--- config.mk ---
export PLATFORM = sky130hd
export DESIGN_NAME = pan_servo_sweep_tracker
export DESIGN_NICKNAME = d
export VERILOG_FILES = /design/src/hw/rtl/pst_pkg.sv /design/src/hw/rtl/pan_servo_sweep_tracker.sv /design/src/hw/rtl/pst_ram.sv
export VERILOG_INCLUDE_DIRS = /design/src /design/src/hw/rtl
export SDC_FILE = /design/constraint.sdc
export NUM_CORES = 1
export LEC_CHECK = 0
export BUFFER_PORTS_ARGS = -buffer_cell sky130_fd_sc_hd__buf_2
export CORE_UTILIZATION = 50
export DETAILED_ROUTE_END_ITERATION = 10
export PLACE_DENSITY_LB_ADDON = 0.2
export SETUP_SLACK_MARGIN = 0.2
export SYNTH_ARGS = -nofsm -noshare
export SYNTH_HDL_FRONTEND = slang
export SYNTH_SLANG_ARGS = --single-unit
--- constraint.sdc ---
create_clock -name clk -period 14.2 [get_ports clk]
set_clock_uncertainty 0.05 [all_clocks]
set_input_delay 0.71 -clock clk [delete_from_list [all_inputs] [get_ports clk]]
set_output_delay 0.71 -clock clk [all_outputs]
set_load 0.1 [all_outputs]
--- src/hw/rtl/assert_macros.svh ---
// Assertion macros for the RTL; empty when synthesizing.
`ifndef ASSERT_MACROS_SVH
`define ASSERT_MACROS_SVH

`ifndef SYNTHESIS
// Check on every rising edge once reset is released.
`define PST_ASSERT(label, prop) \
  label: assert property (@(posedge clk) disable iff (!rst_n) prop) \
    else $error("assertion failed");
// Check on every rising edge, reset included.
`define PST_ASSERT_ALWAYS(label, prop) \
  label: assert property (@(posedge clk) prop) \
    else $error("assertion failed");
`else
`define PST_ASSERT(label, prop)
`define PST_ASSERT_ALWAYS(label, prop)
`endif

`endif

--- src/hw/rtl/pst_pkg.sv ---
// Package for the pan servo sweep tracker: beat types, sizes and constants.
`timescale 1ns / 1ps

package pst_pkg;

  // History sizing.
  localparam int HISTORY_LIMIT = 50;
  localparam int HIST_DEPTH    = HISTORY_LIMIT + 1;
  localparam int HIST_AW       = $clog2(HIST_DEPTH);
  localparam int CNT_W         = $clog2(HIST_DEPTH + 1);

  // Angle range and widths.
  localparam int PAN_W   = 8;
  localparam int PAN_MAX = 180;
  localparam int SUM_W   = $clog2(HIST_DEPTH * PAN_MAX + 1);
  localparam int PHASE_W = 8;
  localparam int STOPS_W = 16;
  localparam int OFF_W   = 11;
  localparam int MS_W    = 16;

  // Behavior constants.
  localparam int TIMER_LIMIT = 1250;
  localparam int DEADBAND    = 6;
  localparam int SWEEP_LO    = 35;
  localparam int SWEEP_HI    = 155;
  localparam int JUMP_DEG    = 15;
  localparam int RECOVER_DEG = 3;
  localparam int PAN_CENTER  = 90;

  // Configuration port.
  localparam int CFG_AW = 1;
  localparam int CFG_DW = 8;
  localparam logic [CFG_AW-1:0] REG_SWEEP_PERIOD = 1'd0;
  localparam logic [CFG_AW-1:0] REG_SWEEP_PAUSED = 1'd1;
  localparam logic [CFG_DW-1:0] SWEEP_PERIOD_RST = 8'd2;

  // Input beat.
  typedef struct packed {
    logic signed [OFF_W-1:0] pc_offset;
    logic                    target_found;
    logic [MS_W-1:0]         ms_since_target;
  } pst_in_t;

  // Result beat.
  typedef struct packed {
    logic [PAN_W-1:0]   pan_angle;
    logic [PAN_W-1:0]   prior_pan;
    logic [PAN_W-1:0]   avg_pan;
    logic               pan_left;
    logic [STOPS_W-1:0] stop_count;
  } pst_out_t;

endpackage

--- src/hw/rtl/pan_servo_sweep_tracker.sv ---
// Top level of the pan servo sweep tracker.
// Usage:
//   One input beat is one control tick: camera offset, target-found flag and
//   milliseconds since the target was registered. Each tick yields exactly
//   one result beat with the new pan angle, the prior angle, the history
//   average, the left/right flag and the jump-back count.
//   The input channel is taken while in_stall is low; in_stall stays high
//   from the accepting edge until the result is written into the output
//   register, so one tick is worked on at a time.
//   A tick passes through the history push, the history average, the sweep
//   period remainder and the angle update, in that order. The shared
//   restoring divider yields one quotient bit per cycle: 14 bits for the
//   history average and 8 bits for the sweep period remainder. The next
//   tick is taken only once the last result has entered the output register.
//   While out_stall holds a result, the block finishes the next tick up to
//   the final update and waits there until the output register is free.
//   Reset (rst_n low, synchronous) centers the pan at 90 degrees, empties
//   the history, restores the register defaults and drops any pending beat.
//   Configuration writes take effect on the edge where cfg_we is high.
`timescale 1ns / 1ps

`include "assert_macros.svh"

module pan_servo_sweep_tracker
  import pst_pkg::*;
(
  input  logic              clk,
  input  logic              rst_n,
  input  logic              in_valid,
  output logic              in_stall,
  input  pst_in_t           in_data,
  output logic              out_valid,
  input  logic              out_stall,
  output pst_out_t          out_data,
  input  logic              cfg_we,
  input  logic [CFG_AW-1:0] cfg_addr,
  input  logic [CFG_DW-1:0] cfg_wdata
);

  localparam int DIV_W  = SUM_W;
  localparam int DVS_W  = (CNT_W > PHASE_W) ? CNT_W : PHASE_W;
  localparam int STEP_W = $clog2(DIV_W + 1);

  localparam logic signed [9:0] ONE_S     = 10'sd1;
  localparam logic signed [9:0] JUMP_S    = 10'(JUMP_DEG);
  localparam logic [PAN_W-1:0]  RECOVER_U = PAN_W'(RECOVER_DEG);

  typedef enum logic [4:0] {
    S_IDLE = 5'b00001,
    S_PUSH = 5'b00010,
    S_AVG  = 5'b00100,
    S_MOD  = 5'b01000,
    S_UPD  = 5'b10000
  } state_t;

  // Clamp a signed angle to the servo range.
  function automatic logic [PAN_W-1:0] sat_pan(input logic signed [9:0] a);
    logic [PAN_W-1:0] r;
    if (a < 0) begin
      r = '0;
    end else if (a > PAN_MAX) begin
      r = PAN_W'(PAN_MAX);
    end else begin
      r = a[PAN_W-1:0];
    end
    return r;
  endfunction

  state_t                  state_r;
  pst_in_t                 in_r;
  logic [CFG_DW-1:0]       period_r;
  logic                    paused_r;
  logic [PAN_W-1:0]        pan_r, pan_nxt;
  logic [PAN_W-1:0]        pan_before_r, pan_before_nxt;
  logic signed [OFF_W-1:0] lo_r, lo_nxt;
  logic                    parity_r, parity_nxt;
  logic [PHASE_W-1:0]      phase_r, phase_nxt;
  logic                    moved_r, moved_nxt;
  logic [STOPS_W-1:0]      stops_r, stops_nxt;
  logic [HIST_AW-1:0]      head_r;
  logic [CNT_W-1:0]        hist_cnt_r, hist_cnt_nxt;
  logic [SUM_W-1:0]        sum_r, sum_nxt;
  logic [PAN_W-1:0]        hist_rdata;
  logic                    hist_full;
  logic [DIV_W-1:0]        dvd_r, dvd_step;
  logic [DVS_W-1:0]        dvs_r, rem_r, rem_step;
  logic [DVS_W:0]          trial;
  logic                    trial_ge;
  logic [STEP_W-1:0]       step_r;
  logic [PAN_W-1:0]        avg_r;
  logic [PAN_W-1:0]        sweep_a;
  logic signed [9:0]       pan_s;
  pst_out_t                out_r;
  logic                    out_valid_r;
  logic                    in_fire, out_free;

  assign in_stall  = (state_r != S_IDLE);
  assign in_fire   = in_valid && !in_stall;
  assign out_valid = out_valid_r;
  assign out_data  = out_r;
  assign out_free  = !out_valid_r || !out_stall;

  // History memory: read the slot at the head on accept, write it on push.
  pst_ram #(
    .WIDTH(PAN_W),
    .DEPTH(HIST_DEPTH)
  ) u_hist (
    .clk  (clk),
    .we   (state_r == S_PUSH),
    .waddr(head_r),
    .wdata(pan_r),
    .re   (in_fire),
    .raddr(head_r),
    .rdata(hist_rdata)
  );

  // When the history is full the head slot holds the oldest entry.
  assign hist_full    = (hist_cnt_r == CNT_W'(HIST_DEPTH));
  assign sum_nxt      = sum_r - (hist_full ? SUM_W'(hist_rdata) : '0) + SUM_W'(pan_r);
  assign hist_cnt_nxt = hist_full ? hist_cnt_r : hist_cnt_r + 1'b1;

  // One restoring division step, shared by the average and the period remainder.
  assign trial    = {rem_r, dvd_r[DIV_W-1]};
  assign trial_ge = (trial >= {1'b0, dvs_r});
  assign rem_step = trial_ge ? DVS_W'(trial - {1'b0, dvs_r}) : trial[DVS_W-1:0];
  assign dvd_step = {dvd_r[DIV_W-2:0], trial_ge};

  // Angle update for the tick, using the period remainder left in rem_r.
  always_comb begin
    pan_s          = signed'({2'b00, pan_r});
    pan_nxt        = pan_r;
    pan_before_nxt = pan_before_r;
    lo_nxt         = lo_r;
    parity_nxt     = parity_r;
    phase_nxt      = phase_r;
    moved_nxt      = moved_r;
    stops_nxt      = stops_r;
    sweep_a        = (lo_r < -DEADBAND || !parity_r) ? sat_pan(pan_s + ONE_S)
                                                     : sat_pan(pan_s - ONE_S);
    if (in_r.ms_since_target >= MS_W'(TIMER_LIMIT)) begin
      moved_nxt = 1'b0;
      if (in_r.target_found) begin
        // Center the target one degree at a time outside the deadband.
        if (in_r.pc_offset < -DEADBAND) begin
          pan_nxt = sat_pan(pan_s + ONE_S);
        end else if (in_r.pc_offset > DEADBAND) begin
          pan_nxt = sat_pan(pan_s - ONE_S);
        end
      end else if (!paused_r) begin
        // Sweep step, skipped when the phase is a multiple of the period.
        if (rem_r != '0) begin
          pan_nxt        = sweep_a;
          pan_before_nxt = sweep_a;
          if (sweep_a <= PAN_W'(SWEEP_LO) || sweep_a >= PAN_W'(SWEEP_HI)) begin
            parity_nxt = !parity_r;
            lo_nxt     = '0;
          end
          if (sweep_a > PAN_W'(SWEEP_HI)) begin
            pan_nxt = sweep_a - RECOVER_U;
          end else if (sweep_a < PAN_W'(SWEEP_LO)) begin
            pan_nxt = sweep_a + RECOVER_U;
          end
        end
        phase_nxt = phase_r + 1'b1;
      end
    end else if (!moved_r) begin
      // Jump back once toward the last seen offset.
      if (lo_r < -DEADBAND) begin
        pan_nxt = sat_pan(pan_s + JUMP_S);
      end else if (lo_r > DEADBAND) begin
        pan_nxt = sat_pan(pan_s - JUMP_S);
      end
      moved_nxt = 1'b1;
      stops_nxt = stops_r + 1'b1;
    end
  end

  // Configuration registers.
  always_ff @(posedge clk) begin
    if (!rst_n) begin
      period_r <= SWEEP_PERIOD_RST;
      paused_r <= 1'b0;
    end else if (cfg_we) begin
      unique case (cfg_addr)
        REG_SWEEP_PERIOD: period_r <= cfg_wdata;
        REG_SWEEP_PAUSED: paused_r <= cfg_wdata[0];
      endcase
    end
  end

  // Sequencer and tracker state.
  always_ff @(posedge clk) begin
    if (!rst_n) begin
      state_r      <= S_IDLE;
      pan_r        <= PAN_W'(PAN_CENTER);
      pan_before_r <= PAN_W'(PAN_CENTER);
      lo_r         <= '0;
      parity_r     <= 1'b0;
      phase_r      <= '0;
      moved_r      <= 1'b0;
      stops_r      <= '0;
      head_r       <= '0;
      hist_cnt_r   <= '0;
      sum_r        <= '0;
      step_r       <= '0;
      out_valid_r  <= 1'b0;
    end else begin
      // The update state owns the result valid bit while it is active.
      if (out_valid_r && !out_stall && state_r != S_UPD) begin
        out_valid_r <= 1'b0;
      end
      unique case (state_r)
        S_IDLE: begin
          if (in_fire) begin
            if (in_data.pc_offset != '0) begin
              lo_r <= in_data.pc_offset;
            end
            state_r <= S_PUSH;
          end
        end
        S_PUSH: begin
          sum_r      <= sum_nxt;
          hist_cnt_r <= hist_cnt_nxt;
          head_r     <= (head_r == HIST_AW'(HIST_DEPTH - 1)) ? '0 : head_r + 1'b1;
          step_r     <= STEP_W'(DIV_W);
          state_r    <= S_AVG;
        end
        S_AVG: begin
          if (step_r == STEP_W'(1)) begin
            step_r  <= STEP_W'(PHASE_W);
            state_r <= S_MOD;
          end else begin
            step_r <= step_r - 1'b1;
          end
        end
        S_MOD: begin
          step_r <= step_r - 1'b1;
          if (step_r == STEP_W'(1)) begin
            state_r <= S_UPD;
          end
        end
        S_UPD: begin
          if (out_free) begin
            pan_r        <= pan_nxt;
            pan_before_r <= pan_before_nxt;
            lo_r         <= lo_nxt;
            parity_r     <= parity_nxt;
            phase_r      <= phase_nxt;
            moved_r      <= moved_nxt;
            stops_r      <= stops_nxt;
            out_valid_r  <= 1'b1;
            state_r      <= S_IDLE;
          end
        end
        default: state_r <= S_IDLE;
      endcase
    end
  end

  // Payload registers: input latch, divider datapath and result beat.
  always_ff @(posedge clk) begin
    if (in_fire) begin
      in_r <= in_data;
    end
    unique case (state_r)
      S_PUSH: begin
        dvd_r <= sum_nxt;
        dvs_r <= DVS_W'(hist_cnt_nxt);
        rem_r <= '0;
      end
      S_AVG: begin
        if (step_r == STEP_W'(1)) begin
          // Quotient is done; load the phase for the period remainder.
          avg_r <= dvd_step[PAN_W-1:0];
          dvd_r <= DIV_W'(phase_r) << (DIV_W - PHASE_W);
          dvs_r <= (period_r == '0) ? DVS_W'(1) : DVS_W'(period_r);
          rem_r <= '0;
        end else begin
          dvd_r <= dvd_step;
          rem_r <= rem_step;
        end
      end
      S_MOD: begin
        dvd_r <= dvd_step;
        rem_r <= rem_step;
      end
      S_UPD: begin
        if (out_free) begin
          out_r.pan_angle  <= pan_nxt;
          out_r.prior_pan  <= pan_before_nxt;
          out_r.avg_pan    <= avg_r;
          out_r.pan_left   <= (pan_nxt >= PAN_W'(PAN_CENTER));
          out_r.stop_count <= stops_nxt;
        end
      end
      default: begin
      end
    endcase
  end

  // Assertions.
  `PST_ASSERT_ALWAYS(a_reset_idle, !rst_n |=> state_r == S_IDLE)
  `PST_ASSERT(a_accept_push, in_fire |=> state_r == S_PUSH)
  `PST_ASSERT(a_hist_bound, hist_cnt_r <= CNT_W'(HIST_DEPTH))
  `PST_ASSERT(a_pan_range, pan_r <= PAN_W'(PAN_MAX))
  `PST_ASSERT(a_result_from_upd, $rose(out_valid_r) |-> $past(state_r == S_UPD))
  `PST_ASSERT(a_avg_range, out_valid_r |-> out_r.avg_pan <= PAN_W'(PAN_MAX))

endmodule

--- src/hw/rtl/pst_ram.sv ---
// Generic single-port-write, single-port-read RAM with registered read data.
`timescale 1ns / 1ps

module pst_ram #(
  parameter int WIDTH = 8,
  parameter int DEPTH = 51
) (
  input  logic                     clk,
  input  logic                     we,
  input  logic [$clog2(DEPTH)-1:0] waddr,
  input  logic [WIDTH-1:0]         wdata,
  input  logic                     re,
  input  logic [$clog2(DEPTH)-1:0] raddr,
  output logic [WIDTH-1:0]         rdata
);

  logic [WIDTH-1:0] mem [DEPTH];

  // Write and registered read.
  always_ff @(posedge clk) begin
    if (we) begin
      mem[waddr] <= wdata;
    end
    if (re) begin
      rdata <= mem[raddr];
    end
  end

endmodule

==> impl_metrics.ini <==
[status]
status = finished, final reports clean

[placement]
placed_cells = 2754
detailedPlacementHpwl_um = 39600
gp_congestion = 0.954
placement.io_buffers = 83

[finish]
diodes = 0
fillerInstances = 4196
stdcell_count = 2870
num-nets-final = 2214
layout-drive-gt1-share_pct = 12.1
syn2layout_area_growth_pct = 11.9

[sta]
drv_slew = 0
timing.final.setup_violations = 0
final.hold.worst_slack_ps = 195
slew_at_the_pin_with_the_worst_max_slew_slack_ps = 1180
post-route-min-period_ps = 5860
rsz0062_at_grt = false
final.period_utilization_pct = 41.3
timing.max_slew.rel_slack_pct = 20.6
fin_setup_tns_ps = 0
timing.final.hold_violations = 0
max_freq_mhz = 171

[setup_path]
cpPeakStageDelay_ps = 920
crit_fanout = 45
critical_path_source_type = flip-flop
critical_path.n_buffers_inverters = 2
cp_slowest_cell = sky130_fd_sc_hd__dfxtp_2
crit_path_end_kind = flip-flop
cp.required_ps = 14510
worst_ep_arrival_time_ps = 6170
critical-path-top-delay-family = compound AO/OA/AOI/OAI gates
crit_chain = buf_4 -> nand4_1 -> or4_1 -> a311oi_1 -> o21ai_1 -> a31oi_1 -> inv_1 -> ha_1 -> o41ai_2 -> a21oi_1 -> nor2_1 -> o31ai_4 -> nor2_1 -> o41ai_2
reg2reg_setup_slack_ps = 8340
class_of_the_most_critical_setup_path = flip-flop to flip-flop

[power]
ir_worst_vdd_v = 0.000118
power-per-cell-area_nw_per_um2 = 153
power_frac_seq_pct = 46.9
power_leakage_nw = 9.82
power.total_mw = 4.56
p_comb_share_pct = 16.7
p_int_mw = 3.29
clkPwrFrac_pct = 36.4
power.switching_mw = 1.26
power.switching_fraction_pct = 27.7

[routing]
first_pass_iters = 6
drtIter0Drc = 1503
vias = 17700
route.final.wire_length_um = 66500
vias_per_cell = 6.18
final_antenna_net_count = 0
route.detailed.wl_per_inst_um = 23.2
remaining_design_rule_violation_count = 0

[clock_network]
root_buffer = sky130_fd_sc_hd__clkbuf_16
cts_tree = yes
post_cts.repair.setup_buffers = 0
cts_hold_buffers = 0
tritoncts_num_sinks = 620
clk_pin_slew_worst_paths_ps = 60
worstSkewPairLatency_ps = 660
cts.path.max_buffers = 3
total_clock_buffers_created_by_cts = 61
cts_resized = 0
htree_num_levels = 2

[logic_synthesis]
syn-instance-count = 2079
asyncSetResetFlopFracSynth_pct = 0
synth_enable_flop_cells = 522
post_synth.cell_area_avg_um2 = 12.8
synth_largest_type_area_fraction_pct = 58.9
synthDistinctLibCells = 86
postSynthNetCount = 2164
yosysTopAreaCell = sky130_fd_sc_hd__edfxtp_1
synth_ff_type = sky130_fd_sc_hd__edfxtp_1
synth.top_cells.by_count = sky130_fd_sc_hd__edfxtp_1, sky130_fd_sc_hd__nor2_1, sky130_fd_sc_hd__nand2_1, sky130_fd_sc_hd__a22oi_1, sky130_fd_sc_hd__clkbuf_1
synthMostInstantiatedCell = sky130_fd_sc_hd__edfxtp_1
synthesis.area_um2 = 26600
synth-seq-area-share_pct = 66.2
synthTopCellsByArea = sky130_fd_sc_hd__edfxtp_1, sky130_fd_sc_hd__dfxtp_1, sky130_fd_sc_hd__a22oi_1
yosys_register_bits = 620
ys.warnings.count = 0

[floorplanning]
die_area_um2 = 54200
core_region_area_um2 = 52600
die_width_um = 233
top_level_ports = 85
placement_rows = 84
die_h_um = 233
floorplan.initialDensity_pct = 50.7

[grt]
grt_antenna_before_repair = 0
grt_max_degree = 78
gr-usage-all-layers_pct = 24.6
grt_pass1_wl_um = 102000
number_of_global_route_vias_before_repair = 17300
global_route.overflow_total = 0

[job]
drv.max_cap_violation_count = 0

[hold_path]
hold_path.class = input pin to flip-flop
-- stage by stage --
step / worst slack (ps) / instance area [um^2] / util, %
global route: 7980 / 29800 / 56.7
finish: 8340 / 29800 / 56.7
global placement: 8560 / 27700 / 52.7
floorplan: 9150 / 26600 / -
CTS: 8430 / 29800 / 56.7
detailed placement: 8450 / 27700 / 52.7
-- kinds of logic (layout without fill, tap and decap cells) --
| kind of cell | count (synthesis) | count (layout) | synth area share [%] |
|---|---|---|---|
| AOI/OAI and AO/OA | 551 | 551 | 15.1 |
| xor gates and xnor gates | 75 | 75 | 2.47 |
| and+or+nand+nor | 574 | 574 | 10.4 |
| muxes | 20 | 20 | 0.766 |
| buffers and inverters | 196 | 299 | 2.86 |
| DFF | 620 | 620 | 66.2 |
| adders and majority gates | 43 | 43 | 2.27 |
-- worst register-to-register path, delay by kind of cell (launching register included) --
| family | cells | cell delay, ps |
|---|---|---|
| AOI/OAI and AO/OA | 7 | 2350 |
| and+or+nand+nor | 4 | 1300 |
| DFF | 1 | 920 |
| buffers and inverters | 2 | 660 |
| adders and majority gates | 1 | 310 |
-- power groups by stage --
stage	Clock (mW)	Combinational [mW]	Sequential (mW)
final	1.66	0.762	2.14
after global routing	1.75	0.824	2.15
after CTS	1.69	0.757	2.14
after detailed placement	0	0.753	2.18
after global placement	0	0.740	2.17
after floorplan	0	0.501	2.21
-- layer usage --
layer / global-route usage, % / vias to the layer above / share of wire [%]
li1: - / 8129 / -
met1: 33.6 / 8768 / 42
met2: 40.3 / 716 / 48
met3: 3.91 / 129 / 7.4
met4: 7.84 / 0 / 2.5
met5: 0 / - / 0
-- registers in the layout, indices dropped and copies added (netlist names), 4 cells and up --
register and count:
avg_r 8, u_hist.mem 408, head_r 6, pan_before_r 8, sum_r 14, in_r 27, dvd_r 14, pan_r 8
step_r 4, out_data 41, phase_r 8, lo_r 11, rem_r 8, stops_r 16, dvs_r 8, state_r 5
hist_cnt_r 6, period_r 8, u_hist.rdata 8
-- final timing paths --
| path | from | end | cells past startpoint |
|---|---|---|---|
| hold / removal | in_data[1] | in_r[1]$_DFFE_PP_ | 1 |
| setup reg to reg | pan_r[2]$_SDFFE_PN0P_ | out_data[16]$_DFFE_PP_ | 14 |
| setup / recovery | pan_r[2]$_SDFFE_PN0P_ | out_data[16]$_DFFE_PP_ | 14 |
| hold reg to reg | avg_r[2]$_DFFE_PP_ | out_data[19]$_DFFE_PP_ | 0 |
-- placed cells by master (no fill, tap or decap), drive strengths merged, types with 7 or more instances in the layout --
cell type  instances
clkbuf            86
fa                 9
and2              16
o211ai            18
nor2b              8
a21o              16
nand4             35
nand2            141
clkinv            23
a32oi             12
inv               71
nand4b             7
a211oi            14
or4                7
and3              19
nor2             192
nor4              17
nor3              34
mux2i             17
a22oi            145
a22o              34
nor3b              9
nand3             45
ha                34
xor2              43
a221oi            40
a41oi             10
a21boi             8
edfxtp           522
xnor2             32
nand2b            12
dfxtp             98
a31oi             29
or3               11
a21oi             81
o21ai             85
buf              112
-- layout make-up --
cell class / count / area (um^2) / share of cell area [%]
clock inverters: 30 / 369 / 1.24
well taps: 688 / 861 / 2.89
multi-input cells: 1263 / 8290 / 27.8
flip-flops and latches: 620 / 17600 / 59.2
inverters: 71 / 267 / 0.894
clock buffers: 86 / 1740 / 5.84
repair buffers: 112 / 633 / 2.12
No activity file was read; power rests on OpenSTA's default activity.
